===== src/hw/rtl/fixed_point_radix2_fft_assert.svh =====
// Assertion macros for the FFT block
`ifndef FIXED_POINT_RADIX2_FFT_ASSERT_SVH
`define FIXED_POINT_RADIX2_FFT_ASSERT_SVH
`ifndef SYNTHESIS
`define FFT_ASSERT_IMPL(label, clk, rst, cond, msg) \
   label: assert property (@(posedge clk) disable iff (rst) (cond)) else $error(msg);
`define FFT_ASSERT_NEXT(label, clk, rst, pre, post, msg) \
   label: assert property (@(posedge clk) disable iff (rst) (pre) |=> (post)) else $error(msg);
`else
`define FFT_ASSERT_IMPL(label, clk, rst, cond, msg)
`define FFT_ASSERT_NEXT(label, clk, rst, pre, post, msg)
`endif
`endif


===== src/hw/rtl/fft_pkg.sv =====
`timescale 1ns / 1ps
package fft_pkg;
   localparam int MAX_LOG2 = 6;
   localparam int MAX_N = 1 << MAX_LOG2;
   localparam int AW = MAX_LOG2;
   localparam int ROM_LOG2 = 8;

   localparam logic [0:0] CSR_SIZE_LOG2 = 1'b0;
   localparam logic [0:0] CSR_INVERSE = 1'b1;

   typedef logic signed [15:0] sample_type;

   typedef struct packed {
      logic             valid;
      logic [AW-1:0]    addr_a;
      logic [AW-1:0]    addr_b;
      logic             twiddle_zero;
      logic             twiddle_quarter;
      logic [6:0]       rom_k;
      logic             shift;
   } bfly_cmd_type;

   function automatic logic signed [15:0] quarter_rom(input logic [6:0] k);
      logic signed [15:0] r;
      case (k)
         7'd0: r = 16'sd32767; 7'd1: r = 16'sd32757; 7'd2: r = 16'sd32727;
         7'd3: r = 16'sd32678; 7'd4: r = 16'sd32609; 7'd5: r = 16'sd32520;
         7'd6: r = 16'sd32412; 7'd7: r = 16'sd32284; 7'd8: r = 16'sd32137;
         7'd9: r = 16'sd31970; 7'd10: r = 16'sd31785; 7'd11: r = 16'sd31580;
         7'd12: r = 16'sd31356; 7'd13: r = 16'sd31113; 7'd14: r = 16'sd30851;
         7'd15: r = 16'sd30571; 7'd16: r = 16'sd30272; 7'd17: r = 16'sd29955;
         7'd18: r = 16'sd29621; 7'd19: r = 16'sd29268; 7'd20: r = 16'sd28897;
         7'd21: r = 16'sd28510; 7'd22: r = 16'sd28105; 7'd23: r = 16'sd27683;
         7'd24: r = 16'sd27244; 7'd25: r = 16'sd26789; 7'd26: r = 16'sd26318;
         7'd27: r = 16'sd25831; 7'd28: r = 16'sd25329; 7'd29: r = 16'sd24811;
         7'd30: r = 16'sd24278; 7'd31: r = 16'sd23731; 7'd32: r = 16'sd23169;
         7'd33: r = 16'sd22594; 7'd34: r = 16'sd22004; 7'd35: r = 16'sd21402;
         7'd36: r = 16'sd20787; 7'd37: r = 16'sd20159; 7'd38: r = 16'sd19519;
         7'd39: r = 16'sd18867; 7'd40: r = 16'sd18204; 7'd41: r = 16'sd17530;
         7'd42: r = 16'sd16845; 7'd43: r = 16'sd16150; 7'd44: r = 16'sd15446;
         7'd45: r = 16'sd14732; 7'd46: r = 16'sd14009; 7'd47: r = 16'sd13278;
         7'd48: r = 16'sd12539; 7'd49: r = 16'sd11792; 7'd50: r = 16'sd11038;
         7'd51: r = 16'sd10278; 7'd52: r = 16'sd9511; 7'd53: r = 16'sd8739;
         7'd54: r = 16'sd7961; 7'd55: r = 16'sd7179; 7'd56: r = 16'sd6392;
         7'd57: r = 16'sd5601; 7'd58: r = 16'sd4807; 7'd59: r = 16'sd4011;
         7'd60: r = 16'sd3211; 7'd61: r = 16'sd2410; 7'd62: r = 16'sd1607;
         7'd63: r = 16'sd804;
         default: r = 16'sd0;
      endcase
      return r;
   endfunction

   function automatic logic signed [15:0] rom_cos(input logic [6:0] k);
      logic signed [15:0] r;
      if (k <= 7'd64) r = quarter_rom(k);
      else r = -quarter_rom(7'(8'd128 - {1'b0, k}));
      return r;
   endfunction

   function automatic logic signed [15:0] rom_sin(input logic [6:0] k);
      logic signed [15:0] r;
      if (k <= 7'd64) r = quarter_rom(7'(7'd64 - k));
      else r = quarter_rom(7'(k - 7'd64));
      return r;
   endfunction
endpackage


===== src/hw/rtl/fft_butterfly.sv =====
`timescale 1ns / 1ps
// Butterfly datapath: rotate, multiply register, add/sub and scale.
module fft_butterfly import fft_pkg::*; (
   input  logic         clock,
   input  bfly_cmd_type cmd,
   input  sample_type   ar, ai, br, bi,
   output bfly_cmd_type cmd_out,
   output sample_type   yr0, yi0, yr1, yi1
);
   bfly_cmd_type       cmd_ff;
   sample_type         ar_ff, ai_ff, br_ff, bi_ff;
   logic signed [31:0] p0_ff, p1_ff, p2_ff, p3_ff;
   sample_type         c, s;
   sample_type         xr, xi;
   logic signed [16:0] pr, mr, pi, mi;

   always_comb begin
      c = rom_cos(cmd.rom_k);
      s = -rom_sin(cmd.rom_k);
   end

   always_ff @(posedge clock) begin
      cmd_ff <= cmd;
      ar_ff <= ar;
      ai_ff <= ai;
      br_ff <= br;
      bi_ff <= bi;
      p0_ff <= br * c;
      p1_ff <= bi * s;
      p2_ff <= br * s;
      p3_ff <= bi * c;
   end

   always_comb begin
      if (cmd_ff.twiddle_zero) begin
         xr = br_ff;
         xi = bi_ff;
      end else if (cmd_ff.twiddle_quarter) begin
         xr = bi_ff;
         xi = -br_ff;
      end else begin
         xr = p0_ff[30:15] - p1_ff[30:15];
         xi = p2_ff[30:15] + p3_ff[30:15];
      end
      mr = 17'(sample_type'(ar_ff - xr));
      mi = 17'(sample_type'(ai_ff - xi));
      pr = 17'(sample_type'(ar_ff + xr));
      pi = 17'(sample_type'(ai_ff + xi));
      if (cmd_ff.shift) begin
         mr = mr >>> 1; mi = mi >>> 1; pr = pr >>> 1; pi = pi >>> 1;
      end
      cmd_out = cmd_ff;
      yr0 = pr[15:0];
      yi0 = pi[15:0];
      yr1 = mr[15:0];
      yi1 = mi[15:0];
   end
endmodule


===== config.mk =====
export PLATFORM = sky130hd
export DESIGN_NAME = fft_butterfly
export DESIGN_NICKNAME = d
export VERILOG_FILES = /design/src/hw/rtl/fixed_point_radix2_fft_assert.svh /design/src/hw/rtl/fft_pkg.sv /design/src/hw/rtl/fft_butterfly.sv
export SDC_FILE = /design/constraint.sdc
export NUM_CORES = 2
export LEC_CHECK = 0
export BUFFER_PORTS_ARGS = -buffer_cell sky130_fd_sc_hd__buf_4
export CAP_MARGIN = 20
export CORE_MARGIN = 2
export CORE_UTILIZATION = 40
export DETAILED_ROUTE_END_ITERATION = 6
export GPL_TIMING_DRIVEN = 0
export SETUP_SLACK_MARGIN = 0.02
export SLEW_MARGIN = 10
export SYNTH_ARGS = -nofsm -noshare
export SYNTH_HDL_FRONTEND = slang
export SYNTH_SLANG_ARGS = --single-unit

===== constraint.sdc =====
create_clock -name clock -period 13.83 [get_ports clock]
set_input_delay 3.4575 -clock clock [delete_from_list [all_inputs] [get_ports clock]]
set_output_delay 3.4575 -clock clock [all_outputs]
set_load 0.01 [all_outputs]

; ---- After elaboration in Yosys (flattened, before gate mapping)
; Memory sizes are Yosys's and may differ from the RTL's.
; Cells that the tools add are included.
[word_totals]
mem_count = 4
inputBits = 88
reg_bits = 211
romBits = 3840
wordCells = 51
out_inout_bits = 87
[classes]
order_cmp = 1
n_mux = 15
multipliers = 4
n_addsub = 12
[mem_list]
columns = memory, depth, word_bits, read_ports, rd_ports_with_merged_regs, wr, line
row1 = (no name shown), 64, 15, 1, 0, 0, fft_pkg.sv:25  ; case (k)
row2 = (no name shown), 64, 15, 1, 0, 0, fft_pkg.sv:25
row3 = (no name shown), 64, 15, 1, 0, 0, fft_pkg.sv:25
row4 = (no name shown), 64, 15, 1, 0, 0, fft_pkg.sv:25
[op_table]
columns = cell, n
row1 = 16-bit two-way mux, 11
row2 = 16-bit by 16-bit multiplier with 31-bit output, 4
row3 = 15-bit two-way mux, 4
row4 = 16-bit adder, 3
row5 = 16-bit negator, 3
row6 = 16-bit subtractor, 3
row7 = "7-bit less-or-equal comparator, second input constant", 1
row8 = "1-bit by 7-bit subtractor with 7-bit output, first input constant", 1
row9 = "7-bit subtractor, first input constant", 1
row10 = "7-bit subtractor, second input constant", 1

; ---- Depth between registers and ports, before layout
; An unclocked memory read counts as a cell.
[logic_depth]
ltp_word = 7
ltp_mapped = 48

; ---- Worst setup path before layout
; OpenSTA, ideal clock, no wires.
[synth_path]
path_kind = input to register
start = input port cmd[2] in the netlist's numbering
end = register p2_ff[30]
cell_stages = 44
setup_time_ns = 0.130
required_time_ns = 13.700
t_arrival_ns = 14.124
path_buffers = 7
slack_ns = -0.424
cell_sequence = inv_1 > clkbuf_1 > ha_1 > clkbuf_1 > clkbuf_1 > inv_1 > ha_1 > buf_2 > clkbuf_1 > nor3b_1 > nor2_1 > o211ai_1 > o311ai_0 > and3_1 > nor2_2 > clkbuf_1 > ha_1 > o21ai_0 > [8 not listed] > fa_1 > fa_1 > inv_1 > fa_1 > inv_1 > ha_1 > a21o_1 > a21o_1 > a21o_1 > a21o_1 > a21o_1 > a21oi_1 > o21ai_0 > a31o_2 > and2_1 > or3_1 > a21oi_1 > xnor3_1
[synth_via]
elab_chain_cells = 6
[synth_rtl]
columns = element, line
row1 = from (decl), fft_butterfly.sv:5  ; input bfly_cmd_type cmd,
row2 = 7-bit subtractor (on tied branches), "fft_pkg.sv:63, fft_pkg.sv:62"
row3 = memory read 64 x 15 bit, -
row4 = 16-bit two-way mux, fft_pkg.sv:25
row5 = 16-bit two-way mux *, fft_pkg.sv:62  ; if (k <= 7'd64) r = quarter_rom(7'(7'd64 - k));
row6 = 16-bit negator *, fft_butterfly.sv:19  ; s = -rom_sin(cmd.rom_k);
row7 = 16-bit by 16-bit multiplier with 31-bit output *, fft_butterfly.sv:30  ; p2_ff <= br * s;
row8 = to (signal assigned), fft_butterfly.sv:30
row9 = to (decl), fft_butterfly.sv:12  ; logic signed [31:0] p0_ff, p1_ff, p2_ff, p3_ff;
; Every way passes the cells marked *; elsewhere a longest branch is shown, timed or not.

; ---- Worst setup path in the final report
[layout_path]
start = input port cmd[2] in the netlist's numbering
end = register p3_ff[30]
[layout_via]
elab_chain_cells = 7
[layout_rtl]
columns = element, line
row1 = 1-bit by 7-bit subtractor with 7-bit output, fft_pkg.sv:56  ; else r = -quarter_rom(7'(8'd128 - {1'b0, k}));
row2 = memory read 64 x 15 bit, -
row3 = 16-bit two-way mux, fft_pkg.sv:25
row4 = 16-bit two-way mux, fft_pkg.sv:55  ; if (k <= 7'd64) r = quarter_rom(k);
row5 = 16-bit negator, fft_pkg.sv:56
row6 = 16-bit two-way mux *, fft_pkg.sv:55
row7 = 16-bit by 16-bit multiplier with 31-bit output *, fft_butterfly.sv:31  ; p3_ff <= bi * c;
row8 = to (signal assigned), fft_butterfly.sv:31
row9 = to (decl), fft_butterfly.sv:12
; Every way passes the cells marked *; elsewhere a longest branch is shown, timed or not. The select of a mux whose other input is x is not followed.

==> summary.md <==
| Metric | Value |
|---|---|
| Result of the run | complete, no violations |
| Ys async rst share | 0% |
| CTS tree | yes |
| Final-stage net count | 7549 |
| Global-route wire length before repair | 279400 um |
| Setup TNS | 0 ns |
| Cts bufs inserted | 17 |
| # placed instances | 7571 |
| Worst path slowest cell | sky130_fd_sc_hd__buf_1 |
| Vertical extent of the die | 358.7 um |
| IO Port Bufs | about 170 |
| Number of antenna violations at the first check in global routing | 21 |
| Required time of the worst setup path | 14.23 ns |
| Routed WL per cell | about 24 um |
| Worst max-slew margin expressed relative to the limit | a little under a quarter |
| Core region area | 125200 um2 |
| Maximum Capacitance Violations | 0 |
| Sort of element at the start of the critical path | input pin |
| Pin count of the biggest net entering global routing | 18 |
| Largest stage delay, worst path | ~0.82 ns |
| I/O pin total | 175 |
| Global router's overall resource usage | between 20% and 30% |
| Share of the yosys chip area belonging to registers | 6.008% |
| Most frequently used flop master after synthesis | sky130_fd_sc_hd__dfxtp_1 |
| Proportion of layout cells with a drive suffix above 1 | 10.17% |
| Average via count per standard cell | around 5.5 |
| Syn Area/Cell | 8.769 um2 |
| Worst hold path class | input pin to register |
| First-iteration detailed-routing DRC count | 4037 |
| Proportion of netlist area held by the largest area contributor | 40.82% |
| Syn Std Cell Area | between 50000 and 60000 um2 |
| Finished Layout Cells | 7674 |
| Minimum period implied by the final worst setup slack | about 14 ns |
| CP Max Fanout | 15 |
| Endpoint arrival time on the critical path | approximately 14 ns |
| Commonest cells after routing, fill and taps aside | 1256 x sky130_fd_sc_hd__inv_1, 1025 x sky130_fd_sc_hd__fa_1, 647 x sky130_fd_sc_hd__nand2_1 |
| Final antenna-violating net count | 0 |
| Total grt overflow | 0 |
| Maximum buffer depth of the clock tree | 2 |
| Transition time at the pin with the least slew margin | approximately 1.1 ns |
| Number of enable flip-flop cells after synthesis | 0 |
| Area Growth Syn to Fin | 12.11% |
| Routability-driven placement congestion ratio | just under 1 |
| Sinks on the clock net | 151 |
| # rows | 130 |
| Horizontal die dimension | 358.7 um |
| Total number of vias | 41.94k |
| Level count of the clock H-tree | 4 |
| Synth Net Count | ~7.3k |
| Warnings from Yosys | 0 |
| Distinct cells, synth | 93 |
| Main area contributors after synthesis | sky130_fd_sc_hd__fa_1 41%, sky130_fd_sc_hd__ha_1 11%, sky130_fd_sc_hd__inv_1 9.4% |
| Worst slack on hold paths | 2.997 ns |
| Commonest non-fill, non-tap cell in the layout | sky130_fd_sc_hd__inv_1 |
| Most frequent cell on the critical path | sky130_fd_sc_hd__fa_1 |
| Final wirelength | 187200 um |
| Critical setup path kind | input pin to register |
| Number of global-route vias before repair | 43.77k |
| Final setup viols | 0 |
| Hold Crit Depth | 1 |
| Endpoints failing hold | 0 |
| Top achievable clock speed | 73.31 MHz |
| Synthesized instance count | 5738 |
| Initial cell density of the core | about 40% |
| Final period utilization | 98.63% |
| CP Capture Type | register |
| Final number of max-transition violations | 0 |
| Clock-pin slew on the worst setup and hold paths | 0.11 ns |
| Post-synthesis cell type with the largest combined area | sky130_fd_sc_hd__fa_1 |
| Sum of net half-perimeters after detailed placement | 153000 um |
| Clock tree root driver cell | sky130_fd_sc_hd__clkbuf_16 |
| Die outline area | 128600 um2 |
| First-pass detailed-route iteration total | 6 |
| Total of flip-flops plus latches after synthesis | 151 |
| Drc violations | 0 |
-- worst max-delay path: cells and delay by family --
family | cells | cell delay (ns)
AO/OA/AOI/OAI | 9 | 3.02
XOR/XNOR | 1 | 0.32
adder cells (fa/ha/maj) | 9 | 3.73
buffers and inverters | 11 | 2.09
AND/OR/NAND/NOR | 7 | 1.37
-- routing by layer --
| layer | vias to the layer above | track usage (%) | share of wire, % |
|---|---|---|---|
| met1 | 21230 | 39.21 | 40 |
| met5 | - | 0 | 0.040 |
| met4 | 10 | 15.50 | 6.1 |
| met2 | 2100 | 44.08 | 43 |
| li1 | 18070 | - | - |
| met3 | 529 | 8.640 | 11 |
-- worst paths after layout --
check	from	end	slack [ns]
worst max-delay path	cmd[2]	p3_ff[30]	0.19
worst min-delay path	cmd[15]	cmd_out[15]	3.00
-- stage by stage --
step	instance area, um2	utilization [%]	setup WS, ns
after floorplan	50320	-	0.05076
after global placement	53700	42.87	-5.218
after detailed placement	53840	42.99	-4.399
after CTS	55760	44.52	0.02188
after global routing	56400	45.03	-0.02061
final	56410	45.04	0.1889
-- cell type report --
type | instances | area, um2
plain buffers | 296 | 1604
multi-input cells | 4022 | 42320
clock buffers | 19 | 452.9
inverters | 1262 | 4753
diodes | 5 | 12.51
repair buffers | 256 | 2046
flip-flops and latches | 151 | 3023
fillers | 12450 | 68840
clock inverters | 13 | 132.6
well taps | 1650 | 2064
-- sequential cells by signal, indices dropped and copies added, names as in the netlist --
signal   cells
p1_ff       16
bi_ff       16
p3_ff       16
p2_ff       16
p0_ff       16
br_ff       16
cmd_out     23
ar_ff       16
ai_ff       16
-- timing repair --
| action | 4_1_cts | 5_1_grt |
|---|---|---|
| pin swaps | 20 | 33 |
| hold buffers | 0 | 0 |
| setup endpoints to repair | 64 | 33 |
| setup buffers | 41 | 30 |
| gates resized for setup | 253 | 124 |
-- cell families after synthesis --
| family | after synthesis | synth area share, % |
|---|---|---|
| AOI/OAI and AO/OA | 645 | 8.696 |
| xor gates and xnor gates | 226 | 4.019 |
| adders and majority gates | 1455 | 51.49 |
| buffers and inverters | 1565 | 11.79 |
| DFF | 151 | 6.008 |
| muxes | 100 | 2.198 |
| and+or+nand+nor | 1596 | 15.80 |
-- synthesized netlist by cell type (8+ instances only) --
cell type and count:
sky130_fd_sc_hd__o2111ai_1 13, sky130_fd_sc_hd__o311ai_0 9, sky130_fd_sc_hd__ha_1 429, sky130_fd_sc_hd__a21oi_1 147
sky130_fd_sc_hd__a2111oi_0 12, sky130_fd_sc_hd__buf_2 32, sky130_fd_sc_hd__clkbuf_1 248, sky130_fd_sc_hd__a31oi_1 25
sky130_fd_sc_hd__fa_1 1026, sky130_fd_sc_hd__or2_2 27, sky130_fd_sc_hd__nand3_1 40, sky130_fd_sc_hd__nor4_1 22
sky130_fd_sc_hd__nand4_1 16, sky130_fd_sc_hd__xnor2_1 158, sky130_fd_sc_hd__a21boi_0 13, sky130_fd_sc_hd__a31o_2 8
sky130_fd_sc_hd__a21o_1 52, sky130_fd_sc_hd__xor2_1 64, sky130_fd_sc_hd__nand2b_1 64, sky130_fd_sc_hd__a211oi_1 29
sky130_fd_sc_hd__and2_1 372, sky130_fd_sc_hd__nor2b_1 116, sky130_fd_sc_hd__or3_1 17, sky130_fd_sc_hd__mux2i_1 70
sky130_fd_sc_hd__nand2_1 648, sky130_fd_sc_hd__mux2_2 24, sky130_fd_sc_hd__o21a_1 26, sky130_fd_sc_hd__o22ai_1 17
sky130_fd_sc_hd__dfxtp_1 151, sky130_fd_sc_hd__o31ai_1 17, sky130_fd_sc_hd__o211ai_1 28, sky130_fd_sc_hd__buf_1 18
sky130_fd_sc_hd__nor2_1 175, sky130_fd_sc_hd__o21bai_1 25, sky130_fd_sc_hd__a211o_1 11, sky130_fd_sc_hd__nor3_1 41
sky130_fd_sc_hd__and3_1 19, sky130_fd_sc_hd__o21ai_0 120, sky130_fd_sc_hd__inv_1 1260
Power is not shown: default switching activity piles up to over one toggle a cycle in this logic, so the estimate is an artifact.
