==> config.mk <==
export PLATFORM = sky130hd
export DESIGN_NAME = fft_sequencer
export DESIGN_NICKNAME = d
export VERILOG_FILES = /design/src/hw/rtl/fixed_point_radix2_fft_assert.svh /design/src/hw/rtl/fft_pkg.sv /design/src/hw/rtl/fft_sequencer.sv
export SDC_FILE = /design/constraint.sdc
export NUM_CORES = 1
export LEC_CHECK = 0
export BUFFER_PORTS_ARGS = -buffer_cell sky130_fd_sc_hd__buf_2
export CORE_ASPECT_RATIO = 1.25
export CORE_MARGIN = 4
export CORE_UTILIZATION = 59
export CTS_CLUSTER_SIZE = 20
export DETAILED_ROUTE_END_ITERATION = 8
export PLACE_DENSITY = 0.83
export SLEW_MARGIN = 10
export SYNTH_ARGS = -nofsm -noshare
export SYNTH_HDL_FRONTEND = slang
export SYNTH_SLANG_ARGS = --single-unit
==> constraint.sdc <==
create_clock -name clock -period 5.6 [get_ports clock]
set_input_delay 1.12 -clock clock [delete_from_list [all_inputs] [get_ports clock]]
set_output_delay 1.12 -clock clock [all_outputs]
set_load 0.01 [all_outputs]
==> src/hw/rtl/fixed_point_radix2_fft_assert.svh <==
// Assertion macros for the FFT block
`ifndef FIXED_POINT_RADIX2_FFT_ASSERT_SVH
`define FIXED_POINT_RADIX2_FFT_ASSERT_SVH
`ifndef SYNTHESIS
`define FFT_ASSERT_IMPL(label, clk, rst, cond, msg) \
   label: assert property (@(posedge clk) disable iff (rst) (cond)) else $error(msg);
`define FFT_ASSERT_NEXT(label, clk, rst, pre, post, msg) \
   label: assert property (@(posedge clk) disable iff (rst) (pre) |=> (post)) else $error(msg);
`else
`define FFT_ASSERT_IMPL(label, clk, rst, cond, msg)
`define FFT_ASSERT_NEXT(label, clk, rst, pre, post, msg)
`endif
`endif

==> src/hw/rtl/fft_pkg.sv <==
`timescale 1ns / 1ps
package fft_pkg;
   localparam int MAX_LOG2 = 6;
   localparam int MAX_N = 1 << MAX_LOG2;
   localparam int AW = MAX_LOG2;
   localparam int ROM_LOG2 = 8;

   localparam logic [0:0] CSR_SIZE_LOG2 = 1'b0;
   localparam logic [0:0] CSR_INVERSE = 1'b1;

   typedef logic signed [15:0] sample_type;

   typedef struct packed {
      logic             valid;
      logic [AW-1:0]    addr_a;
      logic [AW-1:0]    addr_b;
      logic             twiddle_zero;
      logic             twiddle_quarter;
      logic [6:0]       rom_k;
      logic             shift;
   } bfly_cmd_type;

   function automatic logic signed [15:0] quarter_rom(input logic [6:0] k);
      logic signed [15:0] r;
      case (k)
         7'd0: r = 16'sd32767; 7'd1: r = 16'sd32757; 7'd2: r = 16'sd32727;
         7'd3: r = 16'sd32678; 7'd4: r = 16'sd32609; 7'd5: r = 16'sd32520;
         7'd6: r = 16'sd32412; 7'd7: r = 16'sd32284; 7'd8: r = 16'sd32137;
         7'd9: r = 16'sd31970; 7'd10: r = 16'sd31785; 7'd11: r = 16'sd31580;
         7'd12: r = 16'sd31356; 7'd13: r = 16'sd31113; 7'd14: r = 16'sd30851;
         7'd15: r = 16'sd30571; 7'd16: r = 16'sd30272; 7'd17: r = 16'sd29955;
         7'd18: r = 16'sd29621; 7'd19: r = 16'sd29268; 7'd20: r = 16'sd28897;
         7'd21: r = 16'sd28510; 7'd22: r = 16'sd28105; 7'd23: r = 16'sd27683;
         7'd24: r = 16'sd27244; 7'd25: r = 16'sd26789; 7'd26: r = 16'sd26318;
         7'd27: r = 16'sd25831; 7'd28: r = 16'sd25329; 7'd29: r = 16'sd24811;
         7'd30: r = 16'sd24278; 7'd31: r = 16'sd23731; 7'd32: r = 16'sd23169;
         7'd33: r = 16'sd22594; 7'd34: r = 16'sd22004; 7'd35: r = 16'sd21402;
         7'd36: r = 16'sd20787; 7'd37: r = 16'sd20159; 7'd38: r = 16'sd19519;
         7'd39: r = 16'sd18867; 7'd40: r = 16'sd18204; 7'd41: r = 16'sd17530;
         7'd42: r = 16'sd16845; 7'd43: r = 16'sd16150; 7'd44: r = 16'sd15446;
         7'd45: r = 16'sd14732; 7'd46: r = 16'sd14009; 7'd47: r = 16'sd13278;
         7'd48: r = 16'sd12539; 7'd49: r = 16'sd11792; 7'd50: r = 16'sd11038;
         7'd51: r = 16'sd10278; 7'd52: r = 16'sd9511; 7'd53: r = 16'sd8739;
         7'd54: r = 16'sd7961; 7'd55: r = 16'sd7179; 7'd56: r = 16'sd6392;
         7'd57: r = 16'sd5601; 7'd58: r = 16'sd4807; 7'd59: r = 16'sd4011;
         7'd60: r = 16'sd3211; 7'd61: r = 16'sd2410; 7'd62: r = 16'sd1607;
         7'd63: r = 16'sd804;
         default: r = 16'sd0;
      endcase
      return r;
   endfunction

   function automatic logic signed [15:0] rom_cos(input logic [6:0] k);
      logic signed [15:0] r;
      if (k <= 7'd64) r = quarter_rom(k);
      else r = -quarter_rom(7'(8'd128 - {1'b0, k}));
      return r;
   endfunction

   function automatic logic signed [15:0] rom_sin(input logic [6:0] k);
      logic signed [15:0] r;
      if (k <= 7'd64) r = quarter_rom(7'(7'd64 - k));
      else r = quarter_rom(7'(k - 7'd64));
      return r;
   endfunction
endpackage

==> src/hw/rtl/fft_sequencer.sv <==
`timescale 1ns / 1ps
// Walks stages, groups and butterflies; one command per cycle outside the
// idle cycles between stages, which let the last writes of a stage land
// before the next stage reads them.
module fft_sequencer import fft_pkg::*; (
   input  logic               clock,
   input  logic               reset,
   input  logic               go,
   input  logic [2:0]         m,
   output bfly_cmd_type       cmd,
   output logic               done
);
   logic [2:0]    stage_ff, stage_in;
   logic [AW-1:0] j_ff, j_in;
   logic [AW-1:0] i_ff, i_in;
   logic          run_ff, run_in;
   logic [1:0]    gap_ff, gap_in;
   logic [AW:0]   span;
   logic [AW:0]   n;
   logic [AW:0]   next_i;
   logic [3:0]    k_shift;
   logic [ROM_LOG2-1:0] k_full;

   always_comb begin
      span = (AW+1)'(1) << stage_ff;
      n = (AW+1)'(1) << m;
      next_i = {1'b0, i_ff} + (span << 1);
      k_shift = 4'(ROM_LOG2 - 1) - {1'b0, stage_ff};
      k_full = ROM_LOG2'({2'b0, j_ff} << k_shift);
      cmd.valid = run_ff && (gap_ff == 2'd0);
      cmd.addr_a = i_ff;
      cmd.addr_b = AW'({1'b0, i_ff} + span);
      cmd.twiddle_zero = (j_ff == '0);
      cmd.twiddle_quarter = ({1'b0, j_ff} == (span >> 1));
      cmd.rom_k = k_full[6:0];
      cmd.shift = stage_ff[0];
      run_in = run_ff;
      stage_in = stage_ff;
      j_in = j_ff;
      i_in = i_ff;
      gap_in = gap_ff;
      done = 1'b0;
      if (go) begin
         run_in = 1'b1;
         stage_in = '0;
         j_in = '0;
         i_in = '0;
         gap_in = '0;
      end else if (run_ff) begin
         if (gap_ff != 2'd0) begin
            gap_in = gap_ff - 2'd1;
         end else if (next_i < n) begin
            i_in = next_i[AW-1:0];
         end else if (({1'b0, j_ff} + 1'b1) < span) begin
            j_in = j_ff + 1'b1;
            i_in = j_ff + 1'b1;
         end else if ((stage_ff + 3'd1) < m) begin
            stage_in = stage_ff + 3'd1;
            j_in = '0;
            i_in = '0;
            gap_in = 2'd2;
         end else begin
            run_in = 1'b0;
            done = 1'b1;
         end
      end
   end

   always_ff @(posedge clock) begin
      if (reset) begin
         run_ff <= 1'b0;
         stage_ff <= '0;
         j_ff <= '0;
         i_ff <= '0;
         gap_ff <= '0;
      end else begin
         run_ff <= run_in;
         stage_ff <= stage_in;
         j_ff <= j_in;
         i_ff <= i_in;
         gap_ff <= gap_in;
      end
   end
endmodule

### Yosys cells after proc, flatten, opt, wreduce, memory -nomap -nowiden

Index checks and enable logic that the tools add are counted.

* magnitude comparators: 3
* reduce and logical (&&, ||, !) cells: 12
* equality and inequality tests: 3
* shift-type cells: 3
* add/subtract/negate cells: 7
* mux-type cells: 19
* bitwise operators: 3

Operators with widths (count)
* 2-to-1 mux 6 bit: 3
* less-than comparator 7 bit: 2
* left shift 1 x 3 -> 7 bit, first input constant: 2
* 2-to-1 mux 1 bit: 12
* 2-to-1 mux 2 bit: 4
* AND reduction 4 bit: 2
* adder 6 x 1 -> 7 bit, second input constant: 1
* adder 6 x 7 -> 7 bit: 1
* left shift 6 x 4 -> 7 bit: 1
* adder 6 x 1 -> 6 bit, second input constant: 1
* adder 6 bit: 1
* equality test 6 bit: 1
* zero test 6 bit: 1
* nonzero test 2 bit: 3
* AND reduction 5 bit: 1
* != test 2 bit, second input constant: 2
* subtractor 3 x 3 -> 4 bit, first input constant: 1
* adder 3 x 1 -> 3 bit, second input constant: 1
* less-than comparator 3 bit: 1
* inverter 1 bit: 3
* AND reduction 3 bit: 1
* nonzero test 3 bit: 1
* zero test 2 bit: 1
* OR reduction 2 bit: 1
* 2 further kinds: 2

* bits in registers: 18
* input bits: 6
* word-level logic and storage cells: 55

### Depth between registers and ports, before layout

Gate-level depths: netlist of run 1.

* depth in word-level cells: 8
* mapped depth: 18

### Least setup slack after synthesis of run 1

Ideal clock, no wire load.

* path type: register to output
* start point: reg stage_ff[0]
* end point: out done
* cell stages (with the launch flop): 17
* path buffers: 1
* required time: 4480 ps
* arrival time: 3253 ps
* slack: 1227 ps
* path through: dfxtp_1 > buf_4 > inv_1 > ha_1 > nor2b_1 > ha_1 > ha_1 > nand2b_1 > a221o_1 > nand3_1 > xnor2_1 > ha_1 > a21o_1 > a21o_1 > a21oi_4 > a211o_4 > nor3_1

* cells in the longest elaborated chain, start to end: 8
* elaborated cells on any way between the ends: 12
* classes of those cells: add/sub: 2; order compare: 3; shift: 1; mux: 6

Ends and longest elaborated chain
* from (decl): line fft_sequencer.sv:13 `logic [2:0] stage_ff, stage_in;`
* from (signal assigned): line fft_sequencer.sv:78 `stage_ff <= stage_in;`
* parallel branches: the longest is 4 deep, another holds adder 6 x 7 -> 7 bit
* 2-to-1 mux 1 bit *: line fft_sequencer.sv:52 `end else if (next_i < n) begin`
* 2-to-1 mux 1 bit *: line fft_sequencer.sv:50 `if (gap_ff != 2'd0) begin`
* 2-to-1 mux 1 bit *: line fft_sequencer.sv:49 `end else if (run_ff) begin`
* 2-to-1 mux 1 bit *: line fft_sequencer.sv:43 `if (go) begin`
* to (decl): line fft_sequencer.sv:11 `output logic done`

Every way passes the cells marked *.

### Worst setup path after layout of run 1

Same ends and word-level chain as after synthesis.

==> out/results.tsv, run 1 <==
stage	metric	value	unit
worst_setup_path	crit_path_start_kind	flip-flop	
cells_and_area	nets	359	
synthesis	synthArstFlopShare	0	%
place	dp_slack	744	ps
sta	setup_viol	0	
synthesis	syn_inst	306	
sta	slew_headroom	60.4	%
route	wl	5670	um
worst_hold_path	hold_path.class	reg2reg	
worst_hold_path	whs_path_depth	2	
worst_setup_path	cp-end-kind	output pin	
sta	max_freq	192	MHz
global_routing	gr-total-overflow	0	
synthesis	synth_area_per_cell	7.45	um2
global_routing	grt_pass1_wl	9470	um
worst_setup_path	r2r_setup_slack	1400	ps
worst_setup_path	cp_data_required_time	4480	ps
route	dr.pass1.iters	5	
worst_hold_path	hold_start	gap_ff[0]	
global_routing	grtUsageTotal	23.5	%
clock_tree	clock_latency	260	ps
floorplanning	rows	25	
power	p_int	261	uW
cells_and_area	multiInputGateArea	1760	um2
run_status	status	completed	
cells_and_area	fillers	343	
global_routing	antenna_found_initial	0	
power	leakagePower	1.11	nW
cells_and_area	final_common_cell	nand2_1	
cells_and_area	utilization	65.4	%
floorplanning	num_io_pins	30	
power	pwr-share-comb	39.3	%
synthesis	ys_warn_count	0	
worst_setup_path	rr_worst_depth	16	
sta	fin_skew	4.13	ps
synthesis	syn_nets	341	
floorplanning	coreArea	3750	um2
global_routing	grt_pass1_vias	2103	
sta	rsz0062_at_grt	no	
clock_tree	post_cts_resized	0	
worst_setup_path	path_class	reg2out	
sta	setup_ws	399	ps
place	dp_hpwl	4370	um
sta	slew_violations	0	
synthesis	ys_ff_latch	18	
cells_and_area	mostFrequentLayoutCells	30 x nand2_1, 29 x ha_1, 29 x buf_2	
route	drtIter0Drc	172	
power	ir_worst_vdd	0.193	mV
cells_and_area	drive_above_1_share	15.8	%
synthesis	synth_ff_type	dfxtp_1	
power	p_clk_share	26.2	%
cells_and_area	n_antenna_cell	0	
global_routing	grt_max_degree	19	
floorplanning	dieWidth	63.6	um
job	max_cap_violations	0	
floorplanning	die_y	77.5	um
synthesis	synth_cell_types	57	
place	place_congestion	0.851	
power	finalPower	422	uW
power	seqPwrFrac	34.5	%
worst_setup_path	reg2reg_to	i_ff[4]	
clock_tree	cts_root_buf	clkbuf_8	
sta	worst_pin_slew	592	ps
clock_tree	clock-sinks	18	
place	io_buffers	29	
sta	final-hold-violation-count	0	
route	drc	0	
clock_tree	clk_pin_slew_worst_paths	70	ps
clock_tree	cts_max_level	1	
worst_setup_path	arrival	4080	ps
worst_setup_path	cp_max_fo	13	
clock_tree	holdBufCountCts	0	
route	ant_nets	0	
synthesis	synth-seq-area-share	15.8	%
power	switching_power	162	uW
sta	finalCritPeriodShare	92.9	%
cells_and_area	area_delta_synth_final	7.69	%
synthesis	synth_edf_count	0	
route	post_drt_via_cell_ratio	6.22	
route	wl_per_cell	15.6	um
sta	period_minus_slack	5200	ps
clock_tree	cts_setup_buffers	0	
worst_hold_path	worstHoldEndpoint	gap_ff[0]	
route	route.vias.total	2259	
floorplanning	die_area	4930	um2
power	powerDensity	172	nW/um2
clock_tree	numCtsBuffers	3	
synthesis	syn-cell-area	2280	um2
worst_setup_path	r2r-start	stage_ff[0]	
floorplanning	start_util	60.7	%
power	p_sw_share	38.3	%
clock_tree	cts_tree	done	
clock_tree	clockBufferDepth	2	
sta	timing.setup.tns	0	ps
cells_and_area	register_area	360	um2
Yosys cell counts, types with 2 or more instances:
cell       n  area (um2)
a211oi_1   6        45.0
a21oi_1   27         135
nand3_1   14        70.1
nor2b_1    7        43.8
nand4_1    4        25.0
mux2i_1    7        70.1
xor2_1     9        78.8
or3_1      3        18.8
ha_1      29         363
o211a_1    2        20.0
nor4_1     2        12.5
o21ai_1    2        10.0
o21ai_0   14        70.1
a31oi_1    5        31.3
nand2b_1   3        18.8
nand2_1   30         113
dfxtp_1   18         360
o21a_1     2        15.0
a21o_1     6        45.0
and3_1     3        18.8
o31ai_1    3        22.5
o211ai_2   2        25.0
o221ai_1   2        17.5
buf_4      4        30.0
a22oi_1    2        15.0
nor3_1     5        25.0
buf_2      6        30.0
or2_2      4        25.0
inv_1     18        67.6
a21boi_0   3        22.5
clkbuf_1   7        26.3
xnor2_1   10        87.6
nor2_1    23        86.3
final cells by class:
class	count	area share, %
Timing Repair Buffer	31	6.53
Multi-Input combinational cell	251	71.6
Sequential cell	18	14.7
Inverter	19	2.91
Clock buffer	4	2.24
Tap cell	40	2.04
routing by layer:
| layer | wire (um) | share of wire (%) | global-route usage [%] | up-vias |
|---|---|---|---|---|
| li1 | - | - | - | 1124 |
| met1 | 2370 | 42 | 27.7 | 1034 |
| met2 | 2830 | 50 | 42.1 | 86 |
| met3 | 319 | 5.6 | 2.17 | 15 |
| met4 | 153 | 2.7 | 11.4 | 0 |
| met5 | 0 | 0 | 0 | - |
worst max-delay path, cell delays in order (launching register included):
cell	delay, ps
dfxtp_1	610
inv_1	230
ha_1	300
nor2b_1	160
ha_1	280
ha_1	250
nand2b_1	150
a221o_1	340
nand3_1	80
xnor2_1	160
ha_1	290
a21o_1	180
a21o_1	200
a21oi_4	220
a211o_4	170
nor3_1	50
buf_2	140
cells by family after synthesis:
| group | share of synthesized area (%) |
|---|---|
| and+or+nand+nor | 23.0 |
| AOI/OAI and AO/OA | 27.8 |
| buffers and inverters | 7.08 |
| adders and majority gates | 15.9 |
| xor gates and xnor gates | 7.30 |
| DFF | 15.8 |
| muxes | 3.08 |
stage by stage:
step                      hold slack [ps]  instance area, um2  std cells
after floorplan                       448                2280        306
after global placement                457                2400        359
after detailed placement              485                2400        359
after CTS                             495                2450        363
after global routing                  521                2450        363
final                                 491                2450        363
registers in the layout, summed over array words and instances, names as in the netlist:
signal and cells:
j_ff 6, i_ff 6, stage_ff 3, gap_ff 2, run_ff 1
power groups by stage:
stage                     Clock, mW  Combinational [mW]  Sequential [mW]
after floorplan                   0               0.131            0.142
after global placement            0               0.160            0.148
after detailed placement          0               0.163            0.148
after CTS                     0.111               0.165            0.145
after global routing          0.117               0.183            0.147
final                         0.111               0.166            0.146
worst max-delay path by stage:
stage                start   end  slack, ps  depth (start not counted)
2_1_floorplan  stage_ff[0]  done       1230                         16
3_3_place_gp   stage_ff[1]  done        840                         16
3_5_place_dp   stage_ff[0]  done        740                         16
4_1_cts        stage_ff[0]  done        440                         16
5_1_grt        stage_ff[1]  done        100                         16
6_report       stage_ff[0]  done        400                         16
Power figures use the tool's default switching activity.
==> run 2, diff against run 1 <==
CORE_UTILIZATION = 41   (was 59)
PLACE_DENSITY = 0.62   (was 0.83)
==> run 2 against run 1 <==
- hold slack worse by 19 ps
- register-to-register slack improved by 60 ps
- via count down 1.4%
- first-iteration DRC count is 40% lower
- clock power about the same
- sequential share of layout area shrank 0.22 points
- critical path type unchanged
- critical endpoint unchanged
- largest power group unchanged
==> out/results.tsv, run 2 (same netlist as run 1, synthesis figures left out) <==
stage	metric	value	unit
cells_and_area	fillers	586	
worst_setup_path	arrival	4020	ps
global_routing	antenna_found_initial	0	
global_routing	grtUsageTotal	18.5	%
sta	max_freq	195	MHz
sta	fin_skew	1.71	ps
route	drtIter0Drc	103	
floorplanning	die_area	6820	um2
floorplanning	coreArea	5410	um2
worst_setup_path	path_class	reg2out	
clock_tree	cts_root_buf	clkbuf_8	
sta	final-hold-violation-count	0	
worst_setup_path	critPathTopFamily	compound AO/OA/AOI/OAI gates	
worst_hold_path	worstHoldEndpoint	gap_ff[0]	
run_status	status	completed	
worst_setup_path	rr_worst_depth	16	
cells_and_area	area_delta_synth_final	9.34	%
cells_and_area	n_antenna_cell	0	
worst_hold_path	hold_path.class	reg2reg	
sta	holdWs	472	ps
global_routing	gr-usage-met1	24.3	%
power	finalPower	423	uW
worst_setup_path	crit_chain	inv_1 -> ha_1 -> nor2b_1 -> xor2_1 -> ha_1 -> nand2b_1 -> a221o_1 -> nand3_1 -> xnor2_1 -> ha_1 -> a21o_1 -> a21o_1 -> a21oi_4 -> a211o_4 -> nor3_1 -> buf_2	
cells_and_area	mostFrequentLayoutCells	30 x nand2_1, 29 x ha_1, 29 x buf_2	
cells_and_area	final_common_cell	nand2_1	
floorplanning	dieWidth	74.7	um
place	dp_hpwl	4740	um
worst_setup_path	startpoint	stage_ff[1]	
worst_setup_path	worst-path-buf-inv	2	
global_routing	grt_max_degree	16	
global_routing	top_usage_layer	met2	
worst_setup_path	r2r-start	stage_ff[1]	
clock_tree	clock_latency	260	ps
cells_and_area	nets	360	
power	p_sw_share	38.2	%
cells_and_area	biggestRegsByFlops	i_ff x6, j_ff x6, stage_ff x3	
job	max_cap_violations	0	
floorplanning	rows	30	
cells_and_area	utilization	46.1	%
route	post_drt_via_cell_ratio	5.74	
clock_tree	clock-sinks	18	
place	place_congestion	0.830	
worst_setup_path	cp_max_fo	15	
worst_setup_path	cp_common_cell	ha_1	
clock_tree	cts_max_level	1	
route	wl_per_cell	15.2	um
worst_setup_path	crit_path_start_kind	flip-flop	
worst_setup_path	critPathSlowestCell	dfxtp_1	
global_routing	grt_pass1_wl	10100	um
clock_tree	numCtsBuffers	3	
sta	setup_viol	0	
global_routing	met3_usage	0.775	%
route	route.vias.total	2227	
sta	slew_headroom	65.6	%
sta	finalCritPeriodShare	91.8	%
clock_tree	cts_setup_buffers	0	
floorplanning	die_y	91.3	um
worst_setup_path	slowest_delay	580	ps
route	drc	0	
worst_hold_path	hold_start	gap_ff[0]	
worst_setup_path	reg2reg_to	i_ff[4]	
clock_tree	post_cts_resized	0	
route	dr.pass1.iters	4	
sta	period_minus_slack	5140	ps
clock_tree	cts_tree	done	
route	wl	5900	um
power	p_int	261	uW
clock_tree	holdBufCountCts	0	
power	switching_power	162	uW
floorplanning	start_util	42.2	%
global_routing	grt_pass1_vias	2112	
global_routing	gr-total-overflow	0	
worst_setup_path	cp-end-kind	output pin	
clock_tree	clk_pin_slew_worst_paths	70	ps
power	ir_worst_vdd	0.126	mV
clock_tree	clockBufferDepth	2	
worst_hold_path	whs_path_depth	2	
place	io_buffers	29	
floorplanning	num_io_pins	30	
sta	rsz0062_at_grt	no	
sta	slew_violations	0	
power	powerDensity	170	nW/um2
cells_and_area	drive_above_1_share	16.0	%
global_routing	met2_usage	31.7	%
sta	timing.setup.tns	0	ps
power	p_clk_share	26.1	%
power	leakagePower	1.12	nW
sta	worst_pin_slew	516	ps
power	pwr-share-comb	39.7	%
worst_setup_path	cp_data_required_time	4480	ps
power	seqPwrFrac	34.2	%
worst_setup_path	r2r_setup_slack	1460	ps
route	ant_nets	0	
==> run 2: cell types whose count changed in the layout (fill, tap and decap cells not counted), sizes merged <==
cell  delta
buf      +1
==> run 2: tightest hold or removal path, stage by stage (launching register included) <==
cell	delay [ps]
dfxtp_1	310
nand3_1	60
a21oi_1	60
==> run 2: worst max path at each step <==
| stage | depth (start not counted) | end | slack [ps] |
|---|---|---|---|
| after floorplan | 16 | done | 1230 |
| after global placement | 16 | done | 860 |
| after detailed placement | 16 | done | 760 |
| after CTS | 16 | done | 460 |
| after global routing | 16 | done | 130 |
| final | 16 | done | 460 |
==> run 2: stage by stage <==
stage | setup WS [ps] | cells | area (um2)
global route | 132 | 388 | 2490
floorplan | 1230 | 306 | 2280
CTS | 456 | 388 | 2490
global placement | 864 | 384 | 2440
detailed placement | 758 | 384 | 2440
finish | 459 | 388 | 2490
==> run 2: final cells by class <==
class	count	area, um2	share of cell area, %
Tap cell	64	80.1	3.21
Multi-Input combinational cell	251	1760	70.5
Sequential cell	18	360	14.5
Inverter	19	71.3	2.86
Clock buffer	4	55.1	2.21
Timing Repair Buffer	32	168	6.73
==> run 2: per-layer routing <==
| layer | wire length (um) | share of wire [%] |
|---|---|---|
| met4 | 129 | 2.2 |
| met2 | 3020 | 51 |
| met5 | 0 | 0 |
| met3 | 188 | 3.2 |
| met1 | 2570 | 44 |
==> run 2: power groups by stage <==
stage	clock network, mW	logic, mW	registers [mW]
finish	0.110	0.168	0.145
global route	0.117	0.188	0.146
CTS	0.110	0.168	0.145
detailed placement	0	0.167	0.148
global placement	0	0.165	0.147
floorplan	0	0.131	0.142
